$ cat src/hw/rtl/bra_pkg.sv
`timescale 1ns / 1ps
`default_nettype none
// ----------------------------------------------------------------------------
// bra_pkg - shared types and constants for the bitmap range allocator
// Request and result layouts, operation codes, widths and defaults.
// ----------------------------------------------------------------------------
package bra_pkg;

	localparam int POS_W         = 11;
	localparam int ALIGN_W       = 10;
	localparam int OP_W          = 2;
	localparam int MAP_BITS_DEF  = 1024;
	localparam int WORD_BITS_DEF = 64;
	localparam int AREA_RESET    = 1024;

	typedef enum logic [OP_W-1:0] {
		OP_FIND  = 2'd0,
		OP_SET   = 2'd1,
		OP_CLEAR = 2'd2
	} op_t;

	typedef struct packed {
		logic [OP_W-1:0]    op;
		logic [POS_W-1:0]   start_bit;
		logic [POS_W-1:0]   bit_count;
		logic [ALIGN_W-1:0] round_mask;
	} request_t;

	typedef struct packed {
		logic [POS_W-1:0] position;
		logic             found;
	} result_t;

endpackage
`default_nettype wire

$ cat src/hw/rtl/bra_word_mem.sv
`timescale 1ns / 1ps
`default_nettype none
// ----------------------------------------------------------------------------
// bra_word_mem - occupancy word store
// One write port, one read port, registered read data.
// ----------------------------------------------------------------------------
module bra_word_mem #(
	parameter int DATA_W = 64,
	parameter int DEPTH  = 16,
	parameter int ADDR_W = 4
) (
	input  wire logic              clk,
	input  wire logic              wr_en,
	input  wire logic [ADDR_W-1:0] wr_addr,
	input  wire logic [DATA_W-1:0] wr_data,
	input  wire logic              rd_en,
	input  wire logic [ADDR_W-1:0] rd_addr,
	output      logic [DATA_W-1:0] rd_data
);

	logic [DATA_W-1:0] mem [DEPTH];

	always_ff @(posedge clk) begin
		if (wr_en) begin
			mem[wr_addr] <= wr_data;
		end
		if (rd_en) begin
			rd_data <= mem[rd_addr];
		end
	end

endmodule
`default_nettype wire

$ cat src/hw/rtl/bra_ctrl.sv
`timescale 1ns / 1ps
`default_nettype none
// ----------------------------------------------------------------------------
// bra_ctrl - word sequencer for search and range writes
// Walks the bitmap a word at a time: zero-area search with restart on an
// occupied bit, read-modify-write for set and clear, clearing pass at reset.
// ----------------------------------------------------------------------------
module bra_ctrl #(
	parameter  int MAP_BITS  = 1024,
	parameter  int WORD_BITS = 64,
	localparam int NUM_WORDS = (MAP_BITS + WORD_BITS - 1) / WORD_BITS,
	localparam int ADDR_W    = (NUM_WORDS > 1) ? $clog2(NUM_WORDS) : 1
) (
	input  wire logic                 clk,
	input  wire logic                 arst_n,
	input  wire logic                 start,
	output      logic                 busy,
	input  wire bra_pkg::request_t    request,
	input  wire logic [10:0]          area_size,
	output      logic                 done,
	output      bra_pkg::result_t     result,
	output      logic                 wr_en,
	output      logic [ADDR_W-1:0]    wr_addr,
	output      logic [WORD_BITS-1:0] wr_data,
	output      logic                 rd_en,
	output      logic [ADDR_W-1:0]    rd_addr,
	input  wire logic [WORD_BITS-1:0] rd_data
);
	import bra_pkg::*;

	// positions, range ends and word bases all stay below 2^EW
	localparam int EW      = POS_W + 2;
	localparam int OW      = $clog2(WORD_BITS + 1);
	localparam int LW      = $clog2(WORD_BITS);
	localparam int DIV_SH  = EW + LW;
	localparam int PROD_W  = EW + DIV_SH + 1;
	localparam int DIV_RCP = ((1 << DIV_SH) + WORD_BITS - 1) / WORD_BITS;

	typedef enum logic [2:0] {
		ST_CLR,
		ST_IDLE,
		ST_F_CHECK,
		ST_F_BASE,
		ST_F_SCAN,
		ST_W_BASE,
		ST_W_RMW
	} state_t;

	function automatic logic [ADDR_W-1:0] word_of(input logic [EW-1:0] q);
		logic [PROD_W-1:0] prod;
		prod = PROD_W'(q) * PROD_W'(DIV_RCP);
		return ADDR_W'(prod >> DIV_SH);
	endfunction

	function automatic logic [EW-1:0] align_up(input logic [EW-1:0] x,
	                                          input logic [ALIGN_W-1:0] m);
		logic [EW-1:0] mx;
		mx = EW'(m);
		return (x + mx) & ~mx;
	endfunction

	state_t               state_q, state_d;
	logic                 done_q, done_d;
	result_t              result_q, result_d;
	logic [ADDR_W-1:0]    clr_q;

	logic [EW-1:0]        p_q, p_d;
	logic [EW-1:0]        b_q, b_d;
	logic [EW-1:0]        end_q, end_d;
	logic [EW-1:0]        base_q, base_d;
	logic [ADDR_W-1:0]    widx_q, widx_d;
	logic [POS_W-1:0]     nr_q, nr_d;
	logic [ALIGN_W-1:0]   m_q, m_d;
	logic [POS_W-1:0]     size_q, size_d;
	logic [POS_W-1:0]     start_q, start_d;
	logic                 set_q, set_d;

	logic                 accept;
	logic [POS_W-1:0]     size_clip;
	logic [EW-1:0]        range_sum;
	logic [EW-1:0]        range_end;
	logic [EW-1:0]        p_end;
	logic [EW-1:0]        base_end;
	logic                 last_word;
	logic [OW-1:0]        lo;
	logic [OW-1:0]        hi;
	logic [WORD_BITS-1:0] win;
	logic [WORD_BITS-1:0] hits;
	logic [LW-1:0]        first;
	logic [EW-1:0]        restart;

	assign accept = start && (state_q == ST_IDLE);
	assign busy   = (state_q != ST_IDLE);
	assign done   = done_q;
	assign result = result_q;

	assign size_clip = (32'(area_size) > MAP_BITS) ? POS_W'(MAP_BITS) : area_size;
	assign range_sum = EW'(request.start_bit) + EW'(request.bit_count);
	assign range_end = (32'(range_sum) > MAP_BITS) ? EW'(MAP_BITS) : range_sum;
	assign p_end     = p_q + EW'(nr_q);

	// window of the current word
	assign base_end  = base_q + EW'(WORD_BITS);
	assign last_word = (end_q <= base_end);
	assign lo        = OW'(b_q - base_q);
	assign hi        = last_word ? OW'(end_q - base_q) : OW'(WORD_BITS);

	always_comb begin
		for (int i = 0; i < WORD_BITS; i++) begin
			win[i] = (OW'(i) >= lo) && (OW'(i) < hi);
		end
	end

	assign hits = rd_data & win;

	always_comb begin
		first = '0;
		for (int i = WORD_BITS - 1; i >= 0; i--) begin
			if (hits[i]) begin
				first = LW'(i);
			end
		end
	end

	assign restart = align_up(base_q + EW'(first) + EW'(1), m_q);

	always_comb begin
		state_d  = state_q;
		done_d   = 1'b0;
		result_d = result_q;
		p_d      = p_q;
		b_d      = b_q;
		end_d    = end_q;
		base_d   = base_q;
		widx_d   = widx_q;
		nr_d     = nr_q;
		m_d      = m_q;
		size_d   = size_q;
		start_d  = start_q;
		set_d    = set_q;
		wr_en    = 1'b0;
		wr_addr  = widx_q;
		wr_data  = '0;
		rd_en    = 1'b0;
		rd_addr  = widx_q;

		unique case (state_q)
			ST_CLR: begin
				wr_en   = 1'b1;
				wr_addr = clr_q;
				if (clr_q == ADDR_W'(NUM_WORDS - 1)) begin
					state_d = ST_IDLE;
				end
			end
			ST_IDLE: begin
				if (accept) begin
					start_d = request.start_bit;
					nr_d    = request.bit_count;
					m_d     = request.round_mask;
					size_d  = size_clip;
					set_d   = (request.op == OP_SET);
					b_d     = EW'(request.start_bit);
					end_d   = range_end;
					widx_d  = word_of(EW'(request.start_bit));
					unique case (request.op)
						OP_FIND: begin
							p_d     = align_up(EW'(request.start_bit), request.round_mask);
							state_d = ST_F_CHECK;
						end
						OP_SET, OP_CLEAR: begin
							if (EW'(request.start_bit) >= range_end) begin
								done_d   = 1'b1;
								result_d = '{position: request.start_bit, found: 1'b1};
							end else begin
								state_d = ST_W_BASE;
							end
						end
						default: begin
							done_d   = 1'b1;
							result_d = '{position: request.start_bit, found: 1'b0};
						end
					endcase
				end
			end
			ST_F_CHECK: begin
				if (p_end > EW'(size_q)) begin
					done_d   = 1'b1;
					result_d = '{position: size_q, found: 1'b0};
					state_d  = ST_IDLE;
				end else if (nr_q == '0) begin
					done_d   = 1'b1;
					result_d = '{position: POS_W'(p_q), found: 1'b1};
					state_d  = ST_IDLE;
				end else begin
					widx_d  = word_of(p_q);
					end_d   = p_end;
					b_d     = p_q;
					state_d = ST_F_BASE;
				end
			end
			ST_F_BASE, ST_W_BASE: begin
				base_d  = EW'(32'(widx_q) * 32'(WORD_BITS));
				rd_en   = 1'b1;
				state_d = (state_q == ST_F_BASE) ? ST_F_SCAN : ST_W_RMW;
			end
			ST_F_SCAN: begin
				if (|hits) begin
					p_d     = restart;
					state_d = ST_F_CHECK;
				end else if (last_word) begin
					done_d   = 1'b1;
					result_d = '{position: POS_W'(p_q), found: 1'b1};
					state_d  = ST_IDLE;
				end else begin
					rd_en   = 1'b1;
					rd_addr = widx_q + ADDR_W'(1);
					widx_d  = widx_q + ADDR_W'(1);
					base_d  = base_end;
					b_d     = base_end;
				end
			end
			ST_W_RMW: begin
				wr_en   = 1'b1;
				wr_data = set_q ? (rd_data | win) : (rd_data & ~win);
				if (last_word) begin
					done_d   = 1'b1;
					result_d = '{position: start_q, found: 1'b1};
					state_d  = ST_IDLE;
				end else begin
					rd_en   = 1'b1;
					rd_addr = widx_q + ADDR_W'(1);
					widx_d  = widx_q + ADDR_W'(1);
					base_d  = base_end;
					b_d     = base_end;
				end
			end
			default: begin
				state_d = ST_IDLE;
			end
		endcase
	end

	always_ff @(posedge clk or negedge arst_n) begin
		if (!arst_n) begin
			state_q  <= ST_CLR;
			done_q   <= 1'b0;
			result_q <= '0;
			clr_q    <= '0;
		end else begin
			state_q  <= state_d;
			done_q   <= done_d;
			result_q <= result_d;
			if (state_q == ST_CLR) begin
				clr_q <= clr_q + ADDR_W'(1);
			end
		end
	end

	always_ff @(posedge clk) begin
		p_q     <= p_d;
		b_q     <= b_d;
		end_q   <= end_d;
		base_q  <= base_d;
		widx_q  <= widx_d;
		nr_q    <= nr_d;
		m_q     <= m_d;
		size_q  <= size_d;
		start_q <= start_d;
		set_q   <= set_d;
	end

endmodule
`default_nettype wire

$ cat src/hw/rtl/bitmap_range_allocator.sv
`timescale 1ns / 1ps
`default_nettype none
// ----------------------------------------------------------------------------
// bitmap_range_allocator - occupancy bitmap with zero-area search
// Find, set and clear over a word-organised bitmap held in one memory.
//
//   channel  | handshake             | payload
//   ---------+-----------------------+---------------------------
//   request  | start, busy           | request (op, start, count, mask)
//   result   | done (one-cycle)      | result (position, found)
//   config   | cfg_valid, cfg_ready  | cfg_data (area size)
//
// Set/clear: one read-modify-write per word touched by the range.
// Find: each attempt scans the words under the candidate area; each occupied
// bit hit starts a new attempt, aligned up past that bit.
// After reset every memory word is zeroed while busy is high.
// Results cannot be stalled; a new request may start while a result shows.
// ----------------------------------------------------------------------------
module bitmap_range_allocator #(
	parameter int MAP_BITS  = bra_pkg::MAP_BITS_DEF,
	parameter int WORD_BITS = bra_pkg::WORD_BITS_DEF
) (
	input  wire logic              clk,
	input  wire logic              arst_n,
	input  wire logic              cfg_valid,
	output      logic              cfg_ready,
	input  wire logic [10:0]       cfg_data,
	input  wire logic              start,
	output      logic              busy,
	input  wire bra_pkg::request_t request,
	output      logic              done,
	output      bra_pkg::result_t  result
);
	import bra_pkg::*;

	localparam int NUM_WORDS = (MAP_BITS + WORD_BITS - 1) / WORD_BITS;
	localparam int ADDR_W    = (NUM_WORDS > 1) ? $clog2(NUM_WORDS) : 1;

	logic [POS_W-1:0]     area_size_q;
	logic                 wr_en;
	logic [ADDR_W-1:0]    wr_addr;
	logic [WORD_BITS-1:0] wr_data;
	logic                 rd_en;
	logic [ADDR_W-1:0]    rd_addr;
	logic [WORD_BITS-1:0] rd_data;

	assign cfg_ready = 1'b1;

	always_ff @(posedge clk or negedge arst_n) begin
		if (!arst_n) begin
			area_size_q <= POS_W'(AREA_RESET);
		end else if (cfg_valid && cfg_ready) begin
			area_size_q <= cfg_data;
		end
	end

	bra_ctrl #(
		.MAP_BITS  (MAP_BITS),
		.WORD_BITS (WORD_BITS)
	) u_ctrl (
		.clk       (clk),
		.arst_n    (arst_n),
		.start     (start),
		.busy      (busy),
		.request   (request),
		.area_size (area_size_q),
		.done      (done),
		.result    (result),
		.wr_en     (wr_en),
		.wr_addr   (wr_addr),
		.wr_data   (wr_data),
		.rd_en     (rd_en),
		.rd_addr   (rd_addr),
		.rd_data   (rd_data)
	);

	bra_word_mem #(
		.DATA_W (WORD_BITS),
		.DEPTH  (NUM_WORDS),
		.ADDR_W (ADDR_W)
	) u_mem (
		.clk     (clk),
		.wr_en   (wr_en),
		.wr_addr (wr_addr),
		.wr_data (wr_data),
		.rd_en   (rd_en),
		.rd_addr (rd_addr),
		.rd_data (rd_data)
	);

endmodule
`default_nettype wire

$ cat config.mk
export PLATFORM = sky130hd
export DESIGN_NAME = bitmap_range_allocator
export DESIGN_NICKNAME = d
export VERILOG_FILES = /design/src/hw/rtl/bra_pkg.sv /design/src/hw/rtl/bra_word_mem.sv /design/src/hw/rtl/bra_ctrl.sv /design/src/hw/rtl/bitmap_range_allocator.sv
export SDC_FILE = /design/constraint.sdc
export NUM_CORES = 2
export LEC_CHECK = 0
export BUFFER_PORTS_ARGS = -buffer_cell sky130_fd_sc_hd__buf_4
export CORE_ASPECT_RATIO = 0.75
export CORE_MARGIN = 3
export CORE_UTILIZATION = 50
export DETAILED_ROUTE_END_ITERATION = 12
export PLACE_DENSITY = 0.66
export SLEW_MARGIN = 10
export SYNTH_ARGS = -nofsm -noshare
export SYNTH_HDL_FRONTEND = slang
export SYNTH_SLANG_ARGS = --single-unit
export TNS_END_PERCENT = 10
$ cat constraint.sdc
create_clock -name clk -period 14.6 [get_ports clk]
set_clock_uncertainty 0.2 [all_clocks]
set_input_delay 2.92 -clock clk [delete_from_list [all_inputs] [get_ports clk]]
set_output_delay 2.92 -clock clk [all_outputs]
set_load 0.01 [all_outputs]
==> key figures <==
STA
  • Slew @ Worst Pin: 1.280 ns
  • Rel. slew slack: 0.1465
  • Finish-stage setup viols: 0
  • Final Worst Setup Slack: 5.396 ns
  • Unrepaired setup endpoints after global routing: no
  • Final Hold Vio Count: 0
  • Period utilization: 0.6304
  • Setup TNS Final: 0 ns
  • Crit path time final: 9.204 ns
  • Final hold slack: 0.3049 ns
  • Max Transition Viols Final: 0
  • Fmax achieved: 0.1086 GHz

Power
  • Static leakage: 21.43 nW
  • Reg power frac: 0.371
  • Clk pwr share: 0.213
  • Sw frac: 0.3952
  • P_sw: 5.177 mW
  • Combinational Power Share: 0.415
  • Internal power: 7.922 mW
  • Max VDD drop: 0.1868 mV
  • PwrDens: 220.0 nW/um^2
  • Final Power: 13.10 mW

Clock network
  • H-tree level count: 3
  • TritonCTS Buffers: 109
  • CTS tree: built
  • # clock sinks: 1,207
  • Clk buf depth: 3
  • Root buf cell: clkbuf_16
  • Reg clk slew, reported paths: 0.06 ns
  • Worst-Skew Late Latency: 0.72 ns
  • Cts-stage hold buffer count: 0
  • # Post-CTS Setup Buffers: 0
  • Post-cts sizing count: 0

Critical path
  • Reg2reg path depth: 19
  • Critical Path RT: 14.86 ns
  • CP endpoint kind: flop
  • Setup CP Type: flop to flop
  • Crit Path Max Fanout: 140
  • Arrival time worst endpoint: 9.47 ns
  • Startpoint Class: flop

Logic synthesis
  • Synth cell types: 104
  • Syn_nets: 4,355
  • Asr flop ratio synth: 0.02568
  • Top FF cell, synth: edfxtp_1
  • Syn_area_per_cell: 12.86 um^2
  • YS warnings: 0
  • Yosys reg bits: 1,207
  • Seq/Total Area, Yosys: 0.6652
  • Post-Synthesis Cell Area: 54,260 um^2
  • Syn Inst Count: 4,218
  • Number of synthesized flops with an enable pin: 1,176

Placement
  • Placement Setup Slack: 5.750 ns
  • GP Congestion: 1.034
  • Port buffer count: 62
  • Placed Cells: 5,508
  • Post-DP HPWL: 88,270 um
  • Placed cell areas: 56,080 um^2

Die
  • Row count: 103
  • Die Ht: 291.3 um
  • Die area: 112,500 um^2
  • Initial Utilization: 0.5097
  • Total I/O pin count: 64
  • Die Wd: 386.4 um
  • Core ar.: 106,500 um^2

Hold path
  • HP Class: flop to flop
  • Worst hold path cell count: 1

Drt
  • Drc violations: 0
  • Drt first-iter violations: 4,782
  • Per-cell routed wire length: 26.74 um
  • Final WL: 152,800 um
  • Length of the first detailed-routing pass in iterations: 6
  • Post-route ant nets: 0
  • Total number of vias: 36,040
  • Vias per cell: 6.306

Job
  • Max Cap Viol: 0

Run status
  • Status: finished clean

Finish
  • Layout cells sized above 1: 0.08752
  • Final instance area: 59,530 um^2
  • Post-route insts no fill: 5,715
  • Area grow syn2layout: 9.717%
  • Nets@finish: 4,340
  • Fill cell count: 8,680
  • Commonest non-fill, non-tap cell in the layout: edfxtp_1
  • Final core utilization: 0.5592
  • Most frequent cells in the layout: edfxtp_1, nand2_1, mux2i_1

Global route
  • First-pass GRT wire length: 224,000 um
  • Vias in the first global route: 33,290
  • Initial antenna violation count: 4
  • Gr usage total: 0.2673
  • Largest net degree at the start of global routing: 199
  • Total grt overflow: 0
==> synth_stat cells, types with 7 or more instances <==
cell	instances	area [um^2]
edfxtp_1	1176	35310
nand2_1	889	3337
mux2i_1	248	2482
nand3_1	174	870.8
clkbuf_1	167	626.9
nor2_1	162	608.1
and3_1	149	932.1
a31oi_1	144	900.9
o21ai_0	98	490.5
a21oi_1	90	450.4
ha_1	84	1051
a221o_1	65	650.6
a32o_1	65	650.6
inv_1	62	232.7
buf_2	55	275.3
nor3_1	35	175.2
xnor2_1	34	297.8
dfrtp_1	30	750.7
o211ai_1	26	195.2
a21o_1	25	187.7
mux2_2	24	270.3
nor2b_1	23	143.9
o31ai_1	23	172.7
or3_1	20	125.1
a211oi_1	19	142.6
buf_6	17	191.4
nand2b_1	17	106.4
xor2_1	15	131.4
and2_1	13	81.33
o21bai_1	13	97.59
nand4_1	12	75.07
o2111ai_1	12	105.1
buf_1	11	41.29
o21a_1	11	82.58
a222oi_1	10	100.1
nor4_1	10	62.56
a21boi_0	9	67.56
a22o_1	8	70.07
a31o_2	8	70.07
buf_4	8	60.06
a211o_1	7	61.31
nor3b_1	7	52.55
==> critical path: stages (launching register included) <==
cell       delay (ns)
edfxtp_1         0.59
ha_1             0.25
nand3_1          0.15
xor2_1           0.19
ha_1             0.32
a21oi_1          0.88
o211ai_1         0.54
or3_1            0.69
o2111ai_1        0.52
nand3_1          0.18
and4bb_2         0.40
a41oi_2          0.26
or3_1            0.64
xnor2_2          0.27
buf_12           0.50
buf_4            0.63
buf_4            0.71
nand3_1          0.15
a32o_1           0.31
a221o_1          0.27
==> kinds of logic (layout without fill, tap and decap cells) <==
group | count (synthesis) | in the layout | synth area share
multiplexers | 278 | 278 | 0.05292
AND/OR/NAND/NOR | 1548 | 1548 | 0.1272
flip-flops | 1207 | 1207 | 0.6652
adder cells (fa/ha/maj) | 88 | 88 | 0.02085
other | 1 | 3 | 0.00006911
XOR/XNOR | 53 | 53 | 0.009109
buffers and inverters | 321 | 399 | 0.02638
AO/OA/AOI/OAI | 722 | 722 | 0.09833
==> layer usage <==
metal	GRT usage	share of wire	vias to the layer above
met3	0.06236	0.10	238
met2	0.3785	0.43	1876
li1	-	-	15950
met5	0	0.00020	-
met4	0.05881	0.020	4
met1	0.4186	0.45	17970
==> cell type report <==
class                   instances  area [um^2]  share of cell area
inverters                      63        237.7            0.003993
diodes                          2        5.005          0.00008407
multi-input cells            2690        16920              0.2843
repair buffers                132         1066             0.01791
flip-flops and latches       1207        36090              0.6063
clock inverters                63        556.8            0.009353
clock buffers                 141         2879             0.04836
well taps                    1417         1773             0.02978
==> sequential cells by signal, indices dropped and copies added (netlist names) <==
| name | cells |
|---|---|
| area_size_q | 11 |
| u_ctrl.result | 12 |
| u_mem.mem | 1024 |
| u_ctrl.done | 1 |
| u_ctrl.base_q | 7 |
| u_ctrl.start_q | 11 |
| u_ctrl.size_q | 11 |
| u_ctrl.m_q | 10 |
| u_ctrl.end_q | 13 |
| u_mem.rd_data | 64 |
| u_ctrl.widx_q | 4 |
| u_ctrl.p_q | 13 |
| u_ctrl.clr_q | 4 |
| u_ctrl.state_q | 3 |
| u_ctrl.b_q | 7 |
| u_ctrl.nr_q | 11 |
| u_ctrl.set_q | 1 |
==> final timing paths <==
path | slack, ns | endpoint | from
worst min register to register | 0.30 | area_size_q[2]$_DFFE_PN0P_ | area_size_q[2]$_DFFE_PN0P_
worst max register to register | 5.40 | u_mem.rd_data[45]$_DFFE_PP_ | u_ctrl.base_q[6]$_DFFE_PP_
worst min-delay path | 0.30 | area_size_q[2]$_DFFE_PN0P_ | area_size_q[2]$_DFFE_PN0P_
max in group asynchronous | 11.88 | area_size_q[10]$_DFFE_PN1P_ | arst_n
min in group asynchronous | 1.95 | area_size_q[1]$_DFFE_PN0P_ | arst_n
worst max-delay path | 5.40 | u_mem.rd_data[45]$_DFFE_PP_ | u_ctrl.base_q[6]$_DFFE_PP_
==> power groups by stage <==
| stage | logic, mW | registers, mW | clock network [mW] |
|---|---|---|---|
| 6_report | 5.44 | 4.86 | 2.80 |
| 5_1_grt | 5.85 | 4.90 | 2.97 |
| 2_1_floorplan | 3.65 | 4.82 | 0 |
| 4_1_cts | 5.35 | 4.85 | 2.83 |
| 3_5_place_dp | 5.31 | 4.92 | 0 |
| 3_3_place_gp | 5.30 | 4.91 | 0 |
Power figures use the tool's default switching activity.
